===== src/hdl/ipv4cs_pkg.sv =====
// Package for the IPv4 checksum offload block: transaction types, status and
// kind codes, and the ones-complement add function.
// No dependencies.
`default_nettype none

package ipv4cs_pkg;

    typedef struct packed {
        logic [7:0] packet_byte;
        logic       last_byte;
    } t_in_item;

    typedef struct packed {
        logic [15:0] header_checksum;
        logic        header_checksum_valid;
        logic [15:0] transport_checksum;
        logic [1:0]  transport_kind;
        logic [5:0]  header_length;
        logic [15:0] total_length;
        logic [2:0]  status;
    } t_out_item;

    typedef struct packed {
        logic        mode;
        logic        overflow;
        logic [15:0] length;
        logic [7:0]  first_byte;
        logic [7:0]  protocol_byte;
        logic [15:0] header_sum;
        logic [15:0] pseudo_sum;
        logic [15:0] payload_sum;
    } t_pkt_snap;

    localparam logic MODE_TX = 1'b0;
    localparam logic MODE_RX = 1'b1;

    localparam logic [2:0] ST_OK          = 3'd0;
    localparam logic [2:0] ST_OUT_OF_BNDS = 3'd1;
    localparam logic [2:0] ST_BAD_HDR_LEN = 3'd2;
    localparam logic [2:0] ST_SHORT       = 3'd3;
    localparam logic [2:0] ST_HDR_OVERRUN = 3'd4;
    localparam logic [2:0] ST_BAD_CSUM    = 3'd5;
    localparam logic [2:0] ST_TOO_LONG    = 3'd6;

    localparam logic [1:0] KIND_NONE = 2'd0;
    localparam logic [1:0] KIND_ICMP = 2'd1;
    localparam logic [1:0] KIND_UDP  = 2'd2;

    localparam logic [7:0] PROTO_ICMP = 8'd1;
    localparam logic [7:0] PROTO_UDP  = 8'd17;
    localparam logic [3:0] IP_VERSION = 4'd4;

    localparam int IDX_PROTOCOL  = 9;
    localparam int IDX_CSUM_HI   = 10;
    localparam int IDX_CSUM_LO   = 11;
    localparam int IDX_SRC_ADDR  = 12;
    localparam int MIN_HDR_BYTES = 20;
    localparam int MIN_TX_BYTES  = 2;
    localparam int TRANSPORT_HDR = 8;

    function automatic logic [15:0] oc_add(input logic [15:0] a, input logic [15:0] b);
        logic [16:0] s;
        logic [16:0] f;
        s = {1'b0, a} + {1'b0, b};
        f = {1'b0, s[15:0]} + {16'd0, s[16]};
        return f[15:0];
    endfunction

endpackage

`default_nettype wire


===== src/hdl/ipv4cs_accum.sv =====
// Input register and per-byte accumulator: keeps the running ones-complement
// sums for one packet and registers a snapshot of them at the last byte.
// Depends on ipv4cs_pkg.
`default_nettype none

module ipv4cs_accum #(
    parameter int LENGTH_BITS = 16
) (
    input  wire                   i_clk,
    input  wire                   i_rst_n,
    input  wire                   i_mode,
    input  wire                   i_in_valid,
    output logic                  o_in_ready,
    input  ipv4cs_pkg::t_in_item  i_in_item,
    output logic                  o_snap_valid,
    input  wire                   i_snap_ready,
    output ipv4cs_pkg::t_pkt_snap o_snap
);

    logic                   r_in_valid;
    ipv4cs_pkg::t_in_item   r_in;
    logic                   r_snap_valid;
    ipv4cs_pkg::t_pkt_snap  r_snap;
    ipv4cs_pkg::t_pkt_snap  n_snap;

    logic [LENGTH_BITS-1:0] r_byte_index, n_byte_index;
    logic [15:0]            r_header_sum, n_header_sum;
    logic [15:0]            r_pseudo_sum, n_pseudo_sum;
    logic [15:0]            r_payload_sum, n_payload_sum;
    logic [7:0]             r_first_byte, n_first_byte;
    logic [7:0]             r_protocol_byte, n_protocol_byte;
    logic                   r_overflow, n_overflow;

    logic snap_free;
    logic acc_fire;

    assign snap_free    = !r_snap_valid || i_snap_ready;
    assign acc_fire     = r_in_valid && (!r_in.last_byte || snap_free);
    assign o_in_ready   = !r_in_valid || acc_fire;
    assign o_snap_valid = r_snap_valid;
    assign o_snap       = r_snap;

    always_comb begin
        logic [7:0]             b;
        logic [LENGTH_BITS-1:0] idx;
        logic [LENGTH_BITS-1:0] hs;
        logic [15:0]            word;
        logic                   skip;

        b    = r_in.packet_byte;
        idx  = r_byte_index;
        hs   = '0;
        word = idx[0] ? {8'h00, b} : {b, 8'h00};
        skip = 1'b0;

        n_byte_index    = r_byte_index;
        n_header_sum    = r_header_sum;
        n_pseudo_sum    = r_pseudo_sum;
        n_payload_sum   = r_payload_sum;
        n_first_byte    = r_first_byte;
        n_protocol_byte = r_protocol_byte;
        n_overflow      = r_overflow;

        if (!r_overflow && (idx == '1)) begin
            n_overflow = 1'b1;
        end else if (!r_overflow) begin
            if (idx == '0) begin
                n_first_byte = b;
            end
            if (idx == LENGTH_BITS'(ipv4cs_pkg::IDX_PROTOCOL)) begin
                n_protocol_byte = b;
            end
            hs = LENGTH_BITS'({n_first_byte[3:0], 2'b00});
            if (idx < hs) begin
                if (!(i_mode == ipv4cs_pkg::MODE_TX &&
                      (idx == LENGTH_BITS'(ipv4cs_pkg::IDX_CSUM_HI) ||
                       idx == LENGTH_BITS'(ipv4cs_pkg::IDX_CSUM_LO)))) begin
                    n_header_sum = ipv4cs_pkg::oc_add(r_header_sum, word);
                end
            end else begin
                if (n_protocol_byte == ipv4cs_pkg::PROTO_ICMP &&
                    (idx == hs + LENGTH_BITS'(2) || idx == hs + LENGTH_BITS'(3))) begin
                    skip = 1'b1;
                end
                if (n_protocol_byte == ipv4cs_pkg::PROTO_UDP &&
                    (idx == hs + LENGTH_BITS'(6) || idx == hs + LENGTH_BITS'(7))) begin
                    skip = 1'b1;
                end
                if (!skip) begin
                    n_payload_sum = ipv4cs_pkg::oc_add(r_payload_sum, word);
                end
            end
            if (idx >= LENGTH_BITS'(ipv4cs_pkg::IDX_SRC_ADDR) &&
                idx < LENGTH_BITS'(ipv4cs_pkg::MIN_HDR_BYTES)) begin
                n_pseudo_sum = ipv4cs_pkg::oc_add(r_pseudo_sum, word);
            end
            n_byte_index = idx + LENGTH_BITS'(1);
        end

        n_snap.mode          = i_mode;
        n_snap.overflow      = n_overflow;
        n_snap.length        = n_overflow ? 16'({LENGTH_BITS{1'b1}}) : 16'(n_byte_index);
        n_snap.first_byte    = n_first_byte;
        n_snap.protocol_byte = n_protocol_byte;
        n_snap.header_sum    = n_header_sum;
        n_snap.pseudo_sum    = n_pseudo_sum;
        n_snap.payload_sum   = n_payload_sum;

        if (r_in.last_byte) begin
            n_byte_index    = '0;
            n_header_sum    = '0;
            n_pseudo_sum    = '0;
            n_payload_sum   = '0;
            n_first_byte    = '0;
            n_protocol_byte = '0;
            n_overflow      = 1'b0;
        end
    end

    always_ff @(posedge i_clk) begin
        if (!i_rst_n) begin
            r_in_valid      <= 1'b0;
            r_snap_valid    <= 1'b0;
            r_byte_index    <= '0;
            r_header_sum    <= '0;
            r_pseudo_sum    <= '0;
            r_payload_sum   <= '0;
            r_first_byte    <= '0;
            r_protocol_byte <= '0;
            r_overflow      <= 1'b0;
        end else begin
            if (o_in_ready) begin
                r_in_valid <= i_in_valid;
            end
            if (acc_fire) begin
                r_byte_index    <= n_byte_index;
                r_header_sum    <= n_header_sum;
                r_pseudo_sum    <= n_pseudo_sum;
                r_payload_sum   <= n_payload_sum;
                r_first_byte    <= n_first_byte;
                r_protocol_byte <= n_protocol_byte;
                r_overflow      <= n_overflow;
            end
            if (acc_fire && r_in.last_byte) begin
                r_snap_valid <= 1'b1;
            end else if (i_snap_ready) begin
                r_snap_valid <= 1'b0;
            end
        end
    end

    always_ff @(posedge i_clk) begin
        if (o_in_ready && i_in_valid) begin
            r_in <= i_in_item;
        end
        if (acc_fire && r_in.last_byte) begin
            r_snap <= n_snap;
        end
    end

endmodule

`default_nettype wire


===== src/hdl/ipv4cs_final.sv =====
// Result stage: turns a packet snapshot into checksums and status and holds
// the result in the output register.
// Depends on ipv4cs_pkg.
`default_nettype none

module ipv4cs_final (
    input  wire                   i_clk,
    input  wire                   i_rst_n,
    input  wire                   i_snap_valid,
    output logic                  o_snap_ready,
    input  ipv4cs_pkg::t_pkt_snap i_snap,
    output logic                  o_out_valid,
    input  wire                   i_out_ready,
    output ipv4cs_pkg::t_out_item o_out_item
);

    logic                  r_out_valid;
    ipv4cs_pkg::t_out_item r_out;
    ipv4cs_pkg::t_out_item n_out;
    logic                  out_free;

    assign out_free     = !r_out_valid || i_out_ready;
    assign o_snap_ready = out_free;
    assign o_out_valid  = r_out_valid;
    assign o_out_item   = r_out;

    always_comb begin
        logic [5:0]  hs;
        logic [15:0] len;
        logic [15:0] diff;
        logic [17:0] usum;
        logic [16:0] ufold;
        logic [15:0] ures;

        hs    = {i_snap.first_byte[3:0], 2'b00};
        len   = i_snap.length;
        diff  = len - 16'(hs);
        usum  = 18'(i_snap.pseudo_sum) + 18'(ipv4cs_pkg::PROTO_UDP) + 18'(diff) +
                18'(i_snap.payload_sum);
        ufold = 17'(usum[15:0]) + 17'(usum[17:16]);
        ures  = ~(ufold[15:0] + 16'(ufold[16]));

        n_out.header_checksum       = '0;
        n_out.header_checksum_valid = 1'b0;
        n_out.transport_checksum    = '0;
        n_out.transport_kind        = ipv4cs_pkg::KIND_NONE;
        n_out.header_length         = hs;
        n_out.total_length          = len;
        n_out.status                = ipv4cs_pkg::ST_OK;

        if (i_snap.overflow) begin
            n_out.status = ipv4cs_pkg::ST_TOO_LONG;
        end else if (i_snap.mode == ipv4cs_pkg::MODE_TX) begin
            if (len < 16'(ipv4cs_pkg::MIN_TX_BYTES)) begin
                n_out.status = ipv4cs_pkg::ST_OUT_OF_BNDS;
            end else if (hs < 6'(ipv4cs_pkg::MIN_HDR_BYTES)) begin
                n_out.status = ipv4cs_pkg::ST_BAD_HDR_LEN;
            end else if (16'(hs) > len) begin
                n_out.status = ipv4cs_pkg::ST_OUT_OF_BNDS;
            end else if (i_snap.first_byte[7:4] == ipv4cs_pkg::IP_VERSION) begin
                n_out.header_checksum_valid = 1'b1;
                n_out.header_checksum       = ~i_snap.header_sum;
                if (17'(len) >= 17'(hs) + 17'(ipv4cs_pkg::TRANSPORT_HDR)) begin
                    if (i_snap.protocol_byte == ipv4cs_pkg::PROTO_ICMP) begin
                        n_out.transport_kind     = ipv4cs_pkg::KIND_ICMP;
                        n_out.transport_checksum = ~i_snap.payload_sum;
                    end else if (i_snap.protocol_byte == ipv4cs_pkg::PROTO_UDP) begin
                        n_out.transport_kind     = ipv4cs_pkg::KIND_UDP;
                        n_out.transport_checksum = (ures == 16'h0000) ? 16'hFFFF : ures;
                    end
                end
            end
        end else begin
            if (len < 16'(ipv4cs_pkg::MIN_HDR_BYTES)) begin
                n_out.status = ipv4cs_pkg::ST_SHORT;
            end else if (16'(hs) > len) begin
                n_out.status = ipv4cs_pkg::ST_HDR_OVERRUN;
            end else begin
                n_out.header_checksum_valid = 1'b1;
                n_out.header_checksum       = ~i_snap.header_sum;
                if (i_snap.header_sum != 16'hFFFF) begin
                    n_out.status = ipv4cs_pkg::ST_BAD_CSUM;
                end
            end
        end
    end

    always_ff @(posedge i_clk) begin
        if (!i_rst_n) begin
            r_out_valid <= 1'b0;
        end else if (out_free) begin
            r_out_valid <= i_snap_valid;
        end
    end

    always_ff @(posedge i_clk) begin
        if (out_free && i_snap_valid) begin
            r_out <= n_out;
        end
    end

endmodule

`default_nettype wire


===== src/hdl/ipv4_checksum_offload_top.sv =====
// Path: a packet's result passes the input, snapshot and output registers in turn.
// Throughput: one byte per cycle; one result per packet, the last byte of a packet
// waits only while snapshot and output registers are full and i_out_ready is low.
// Reset clears the mode register to transmit, the packet sums and all valid flags.
// Top level of the IPv4 checksum offload block; depends on ipv4cs_pkg,
// ipv4cs_accum and ipv4cs_final.
`default_nettype none

module ipv4_checksum_offload_top #(
    parameter int LENGTH_BITS = 16
) (
    input  wire                   i_clk,
    input  wire                   i_rst_n,
    input  wire                   i_cfg_valid,
    output logic                  o_cfg_ready,
    input  wire                   i_cfg_data,
    input  wire                   i_in_valid,
    output logic                  o_in_ready,
    input  ipv4cs_pkg::t_in_item  i_in_item,
    output logic                  o_out_valid,
    input  wire                   i_out_ready,
    output ipv4cs_pkg::t_out_item o_out_item
);

    logic                  r_mode;
    logic                  snap_valid;
    logic                  snap_ready;
    ipv4cs_pkg::t_pkt_snap snap;

    assign o_cfg_ready = 1'b1;

    always_ff @(posedge i_clk) begin
        if (!i_rst_n) begin
            r_mode <= ipv4cs_pkg::MODE_TX;
        end else if (i_cfg_valid) begin
            r_mode <= i_cfg_data;
        end
    end

    ipv4cs_accum #(
        .LENGTH_BITS(LENGTH_BITS)
    ) u_accum (
        .i_clk        (i_clk),
        .i_rst_n      (i_rst_n),
        .i_mode       (r_mode),
        .i_in_valid   (i_in_valid),
        .o_in_ready   (o_in_ready),
        .i_in_item    (i_in_item),
        .o_snap_valid (snap_valid),
        .i_snap_ready (snap_ready),
        .o_snap       (snap)
    );

    ipv4cs_final u_final (
        .i_clk        (i_clk),
        .i_rst_n      (i_rst_n),
        .i_snap_valid (snap_valid),
        .o_snap_ready (snap_ready),
        .i_snap       (snap),
        .o_out_valid  (o_out_valid),
        .i_out_ready  (i_out_ready),
        .o_out_item   (o_out_item)
    );

endmodule

`default_nettype wire


===== config.mk =====
export PLATFORM = sky130hd
export DESIGN_NAME = ipv4_checksum_offload_top
export DESIGN_NICKNAME = d
export VERILOG_FILES = /design/src/hdl/ipv4cs_pkg.sv /design/src/hdl/ipv4cs_accum.sv /design/src/hdl/ipv4cs_final.sv /design/src/hdl/ipv4_checksum_offload_top.sv
export SDC_FILE = /design/constraint.sdc
export NUM_CORES = 1
export LEC_CHECK = 0
export BUFFER_PORTS_ARGS = -buffer_cell sky130_fd_sc_hd__buf_4
export CAP_MARGIN = 40
export CELL_PAD_IN_SITES_DETAIL_PLACEMENT = 1
export CELL_PAD_IN_SITES_GLOBAL_PLACEMENT = 1
export CORE_AREA = 2 2 189 191
export DETAILED_ROUTE_END_ITERATION = 6
export DIE_AREA = 0 0 191 193
export PLACE_DENSITY_LB_ADDON = 0.1
export SETUP_SLACK_MARGIN = 0.3
export SLEW_MARGIN = 10
export SYNTH_ARGS = -nofsm -noshare
export SYNTH_HDL_FRONTEND = slang
export SYNTH_SLANG_ARGS = --single-unit

===== constraint.sdc =====
create_clock -name i_clk -period 9.4 [get_ports i_clk]
set_input_delay 0.94 -clock i_clk [delete_from_list [all_inputs] [get_ports i_clk]]
set_output_delay 0.94 -clock i_clk [all_outputs]
set_load 0.03 [all_outputs]

* Word level (Yosys, flattened, before mapping)
Cells that the tools add are included.
** Word-level totals
- Bits in registers :: 234
- Bits in latches :: 0
- Memory bits (writable) :: 0
- Memory bits (read-only) :: 0
- Input bits :: 15
- Output and inout bits :: 63
- Word-level logic and storage cells :: 158
- Memories :: 0
** Operators by class
- Add/sub/neg operators :: 18
- Multipliers :: 0
- Div/mod/pow operators :: 0
- Magnitude comparators :: 8
- Eq/ne operators :: 14
- Shifts and indexed selects :: 0
- Multiplexer cells :: 57
- Bitwise operators :: 6
- Reductions and logical operators :: 26
** Operator list (count)
- 2-to-1 mux 16 bit :: 19
- 2-to-1 mux 35 bit :: 4
- 2-to-1 mux 8 bit :: 12
- adder 16 x 1 -> 16 bit :: 4
- == test 16 bit :: 4
- 2-to-1 mux 18 bit :: 3
- adder 16 x 16 -> 17 bit :: 3
- 2-to-1 mux 17 bit :: 3
- == test 16 x 4 -> 1 bit, second input constant :: 3
- inverter 16 bit :: 3
- adder 18 x 16 -> 18 bit :: 2
- logical NOT 16 bit :: 2
- < comparator 16 x 5 -> 1 bit, second input constant :: 2
- 2-to-1 mux 3 bit :: 6
- adder 16 x 2 -> 17 bit :: 1
- adder 16 x 5 -> 17 bit, second input constant :: 1
- >= comparator 16 x 17 -> 1 bit :: 1
- adder 16 x 1 -> 16 bit, second input constant :: 1
- == test 16 bit, second input constant :: 1
- == test 8 x 1 -> 1 bit, second input constant :: 2
- == test 8 x 5 -> 1 bit, second input constant :: 2
- >= comparator 16 x 4 -> 1 bit, second input constant :: 1
- greater-than comparator 6 x 16 -> 1 bit :: 1
- < comparator 16 x 2 -> 1 bit, second input constant :: 1
- 16 further kinds :: 47

* Longest topological paths before layout
- Depth after elaboration :: 18
- Depth in mapped cells :: 40
- Gate-level depth less buffers :: 38

* Cells and area by module
From an unflattened synthesis, not the netlist that was laid out.
** Unflattened totals
- Cell total of the unflattened synthesis :: 1884
- Area, all modules :: 17154.0 µm²
** Modules (own cells, without submodules)
- ipv4cs_accum :: instances 1, cells each 1334, area each 11776.3 µm², seq. area each 4394.2 µm²
- ipv4cs_final :: instances 1, cells each 545, area each 5330.1 µm², seq. area each 1761.7 µm²
- ipv4_checksum_offload_top :: instances 1, cells each 5, area each 47.5 µm², seq. area each 20.0 µm²

* Least setup slack after synthesis
OpenSTA, ideal clock, no wires.
- Path kind :: flip-flop to flip-flop
- From :: reg u_accum.r_snap, in the netlist u_accum.o_snap[57]
- To :: reg u_final.r_out, in the netlist u_final.o_out_item[28] (data pin)
- Setup time :: 0.284 ns
- Arrival time :: 7.704 ns
- Data required time :: 9.116 ns
- Slack :: 1.411 ns
- Stages on the path, launching flop included :: 36
- Path buffers :: 1
- Clock period less this slack :: 7.989 ns
- Cell sequence :: edfxtp_1 inv_1 ha_1 a21o_1 a21o_1 a21oi_1 nor2b_1 xnor2_1 fa_1 inv_1 ha_1 a2111o_1 a41oi_1 o31ai_1 o31ai_1 o21bai_1 a21o_1 a21o_1 a21oi_1 xnor2_1 ha_1 fa_1 nand3b_1 or3_1 nor4_2 nand2_1 nor4_1 ha_1 and3_1 nand4_1 a2111oi_1 a211o_1 a21oi_1 o211ai_1 buf_2 o22ai_1
** Between the ends
- Cells in the longest elaborated chain, start to end :: 10
- Elaborated cells between the ends (all ways) :: 16
- Classes of those cells :: 6 x add/sub; 3 x order compare; 3 x mux; 2 x bitwise; 2 x reduce/logical
** RTL lines
- start: declaration :: line ipv4cs_accum.sv:23 : ipv4cs_pkg::t_pkt_snap r_snap;
- start signal: assignment :: line ipv4cs_accum.sv:157 : r_snap <= n_snap;
- subtractor 16 x 6 -> 16 bit :: line ipv4cs_final.sv:37 : diff = len - 16'(hs);
- adder 18 x 16 -> 18 bit (2 in a row) :: line ipv4cs_final.sv:38 : usum = 18'(i_snap.pseudo_sum) + 18'(ipv4cs_pkg::PROTO_UDP) + 18'(diff) +
- adder 16 x 2 -> 17 bit :: line ipv4cs_final.sv:40 : ufold = 17'(usum[15:0]) + 17'(usum[17:16]);
- adder 16 x 1 -> 16 bit :: line ipv4cs_final.sv:41 : ures = ~(ufold[15:0] + 16'(ufold[16]));
- inverter 16 bit :: line ipv4cs_final.sv:41
- logical NOT 16 bit :: line ipv4cs_final.sv:69 : n_out.transport_checksum = (ures == 16'h0000) ? 16'hFFFF : ures;
- 2-to-1 mux 16 bit :: line ipv4cs_final.sv:69
- 2-to-1 mux 18 bit :: line ipv4cs_final.sv:67 : end else if (i_snap.protocol_byte == ipv4cs_pkg::PROTO_UDP) begin
- 2-to-1 mux 18 bit :: line ipv4cs_final.sv:64 : if (i_snap.protocol_byte == ipv4cs_pkg::PROTO_ICMP) begin
- end signal: assignment :: line ipv4cs_final.sv:98 : r_out <= n_out;
- end: declaration :: line ipv4cs_final.sv:18 : ipv4cs_pkg::t_out_item r_out;
Several ways; a longest one is shown, not always the timed one.
A chain may end at the register's enable or synchronous reset.

* Worst setup path in the final report
- From :: reg u_accum.r_snap, in the netlist u_accum.o_snap[57]
- To :: reg u_final.r_out, in the netlist u_final.o_out_item[42] (data pin)
Same word-level chain as after synthesis.

==> flow_metrics.tcl <==
set metrics [dict create \
    hp-class "reg -> reg" \
    critPathMaxStageDelay_ns 0.49 \
    fmax_mhz 116 \
    grt_max_degree 69 \
    grt_usage_pct 24.3 \
    grt_setup_unrepaired "false" \
    ys_top_cells_by_count "149 x edfxtp_1, 103 x nor2_1, 94 x ha_1, 93 x xnor2_1, 85 x dfxtp_1" \
    insertedDiodeCount 0 \
    setup_violations 0 \
    yosysMostFrequentCell "edfxtp_1" \
    fin_skew_ns 0.0168 \
    cts_buffer_depth 3 \
    grt_pass1_wl_um 69500 \
    start_kind "register" \
    hpwlAfterDp_um 33400 \
    report.final.slew_viol_count 0 \
    synth_ff_type "edfxtp_1" \
    final_layout_size_suffix_gt1_share_pct 14.0 \
    yosys_warnings 0 \
    clockRootBuffer "clkbuf_16" \
    path_buf_inv 4 \
    num_vias 12245 \
    hold_viol 0 \
    route.detailed.drc 0 \
    power.leakage_nw 7.05 \
    wirelength_um 45000 \
    synth_area_um2 15600 \
    status "complete, no violations" \
    synth.area.top_cells "edfxtp_1 29%, dfxtp_1 11%, ha_1 7.6%" \
    rows 69 \
    final_cell_area_um2 17700 \
    portBuffers 74 \
    cp_slowest_cell "fa_1" \
    overflow 0 \
    p_per_area_nw_per_um2 162 \
    via_per_inst 5.77 \
    worstSetupEndpointType "register" \
    crit_arrival_ns 8.98 \
    clock_latency_ns 0.56 \
    ios 78 \
    synth_edf_count 149 \
    placed_area_um2 16700 \
    yosysTopAreaCellShare_pct 28.8 \
    power_w 0.00288 \
    netlist_instances 1570 \
    ys_types 82 \
    synth.avg_cell_area_um2 9.91 \
    clkTransAtPathRegs_ns 0.07 \
    die_w_um 191 \
    postRouteAntennaNets 0 \
    wl_per_cell_um 21.2 \
    initial_core_util_pct 44.5 \
    max-slew-margin-rel_pct 41.9 \
    async_flop_share_pct 0 \
    peakVddDrop_mv 0.268 \
    grt_pass1_vias 12343 \
    htreeDepth 1 \
    synth_seq_cells 234 \
    die_y_um 193 \
    max-cap-violations 0 \
    critPathTopFamily "compound AO/OA/AOI/OAI gates" \
    fin_crit_sh_pct 91.6 \
    synth_seq_area_share_pct 39.7 \
    nets 1771 \
    core_area_um2 35000 \
    yosysTopAreaCell "edfxtp_1" \
    drt_iter0_markers 575 \
    worstPathMaxFanout 15 \
    first_pass_iters 4 \
    worst_pin_slew_ns 0.872 \
    fin_crit_ns 8.61 \
    cts.sinks 234 \
    fin_setup_tns_ns 0 \
    antenna_found_initial 1 \
    syn2layout_area_growth_pct 14.1 \
    gp_congestion 0.883 \
    die-area_um2 36900 \
    cts_buffers 27 \
    cts_tree "built" \
    criticalPathCategory "reg -> reg" \
    required_ns 9.77 \
    hold_ws_ns 0.502 \
]
[repair_timing]
item / 4_1_cts / 5_1_grt
gates resized for setup: 0 / 12
setup endpoints to repair: 0 / 16
hold buffers: 0 / 0
setup buffers: 0 / 4
hold endpoints to repair: 0 / 0
[per-layer routing]
layer	wire length (µm)	vias to the layer above	track usage, %
met3	1570	57	2.70
met4	1030	0	6.35
li1	-	5886	-
met1	20400	6103	31.7
met2	22000	199	43.1
met5	0	-	0
[final timing paths]
check	startpoint	to	slack (ns)	depth (start not counted)
worst max-delay path	u_accum.o_snap[57]	u_final.o_out_item[42]	0.79	39
worst min-delay path	u_accum.r_pseudo_sum[15]	u_accum.r_pseudo_sum[15]	0.50	2
worst max register to register	u_accum.o_snap[57]	u_final.o_out_item[42]	0.79	39
worst min register to register	u_accum.r_pseudo_sum[15]	u_accum.r_pseudo_sum[15]	0.50	2
[sequential cells by signal, indices dropped and copies added (netlist names), 8 cells and up]
| signal | cells |
|---|---|
| u_accum.o_snap | 82 |
| u_accum.r_byte_index | 16 |
| u_accum.r_first_byte | 8 |
| u_accum.r_header_sum | 16 |
| u_accum.r_in | 9 |
| u_accum.r_payload_sum | 16 |
| u_accum.r_protocol_byte | 8 |
| u_accum.r_pseudo_sum | 16 |
| u_final.o_out_item | 58 |
[worst reg2reg max path, delay by kind of cell, from the launching register on]
kind | cells | cell delay (ns)
compound gates | 13 | 2.69
simple gates | 12 | 2.47
fa+ha+maj | 7 | 1.83
buf+inv | 4 | 0.55
xor+xnor | 3 | 0.44
flops | 1 | 0.43
[layout make-up]
cell class                 count  area (µm²)
inverter                      79         297
fill                        3904       17200
sequential                   234        6180
tap                          461         577
clock buffer                  28         689
clock inverter                22         308
timing repair buffer         100         776
multi-input combinational   1198        8920
[power breakdown]
group	switching, W	total (W)	internal, W
Sequential	0.0000225	0.00114	0.00112
Clock	0.000476	0.00119	0.000710
Combinational	0.000354	0.000554	0.000201
Total	0.000852	0.00288	0.00203
[through the flow]
step           utilization (%)  setup WS (ns)  std cells
2_1_floorplan                -           1.41       1571
3_3_place_gp              47.5          0.870       2065
3_5_place_dp              47.7          0.539       2067
4_1_cts                   50.5          0.513       2117
5_1_grt                   50.7          0.226       2122
6_report                  50.7          0.786       2122
[cells in the final DEF, fill, tap and decap left out, types with 13 or more instances in the layout]
| master | n |
|---|---|
| a21o_1 | 22 |
| a21oi_1 | 72 |
| a22oi_1 | 48 |
| and2_1 | 20 |
| and3_1 | 23 |
| buf_4 | 97 |
| clkbuf_16 | 27 |
| dfxtp_1 | 85 |
| edfxtp_1 | 149 |
| fa_1 | 22 |
| ha_1 | 94 |
| inv_1 | 77 |
| mux2_2 | 27 |
| nand2_1 | 79 |
| nand2b_1 | 18 |
| nand3_1 | 57 |
| nand4_1 | 25 |
| nor2_1 | 101 |
| nor2b_1 | 83 |
| nor3_1 | 37 |
| nor4_1 | 17 |
| o21a_1 | 14 |
| o21ai_0 | 59 |
| o21ai_1 | 13 |
| xnor2_1 | 92 |
| xor2_1 | 63 |
[kinds of logic (layout without fill, tap and decap cells)]
family                   Yosys count  count (layout)  synth area share, %
adder cells (fa/ha/maj)          117             117                 10.5
AO/OA/AOI/OAI                    345             345                 15.2
flip-flops                       234             234                 39.7
multiplexers                      53              53                 4.06
buffers and inverters            139             229                 3.60
XOR/XNOR                         157             157                 8.94
other                              2               3               0.0483
AND/OR/NAND/NOR                  523             523                 18.0
No activity file was read; power rests on OpenSTA's default activity.
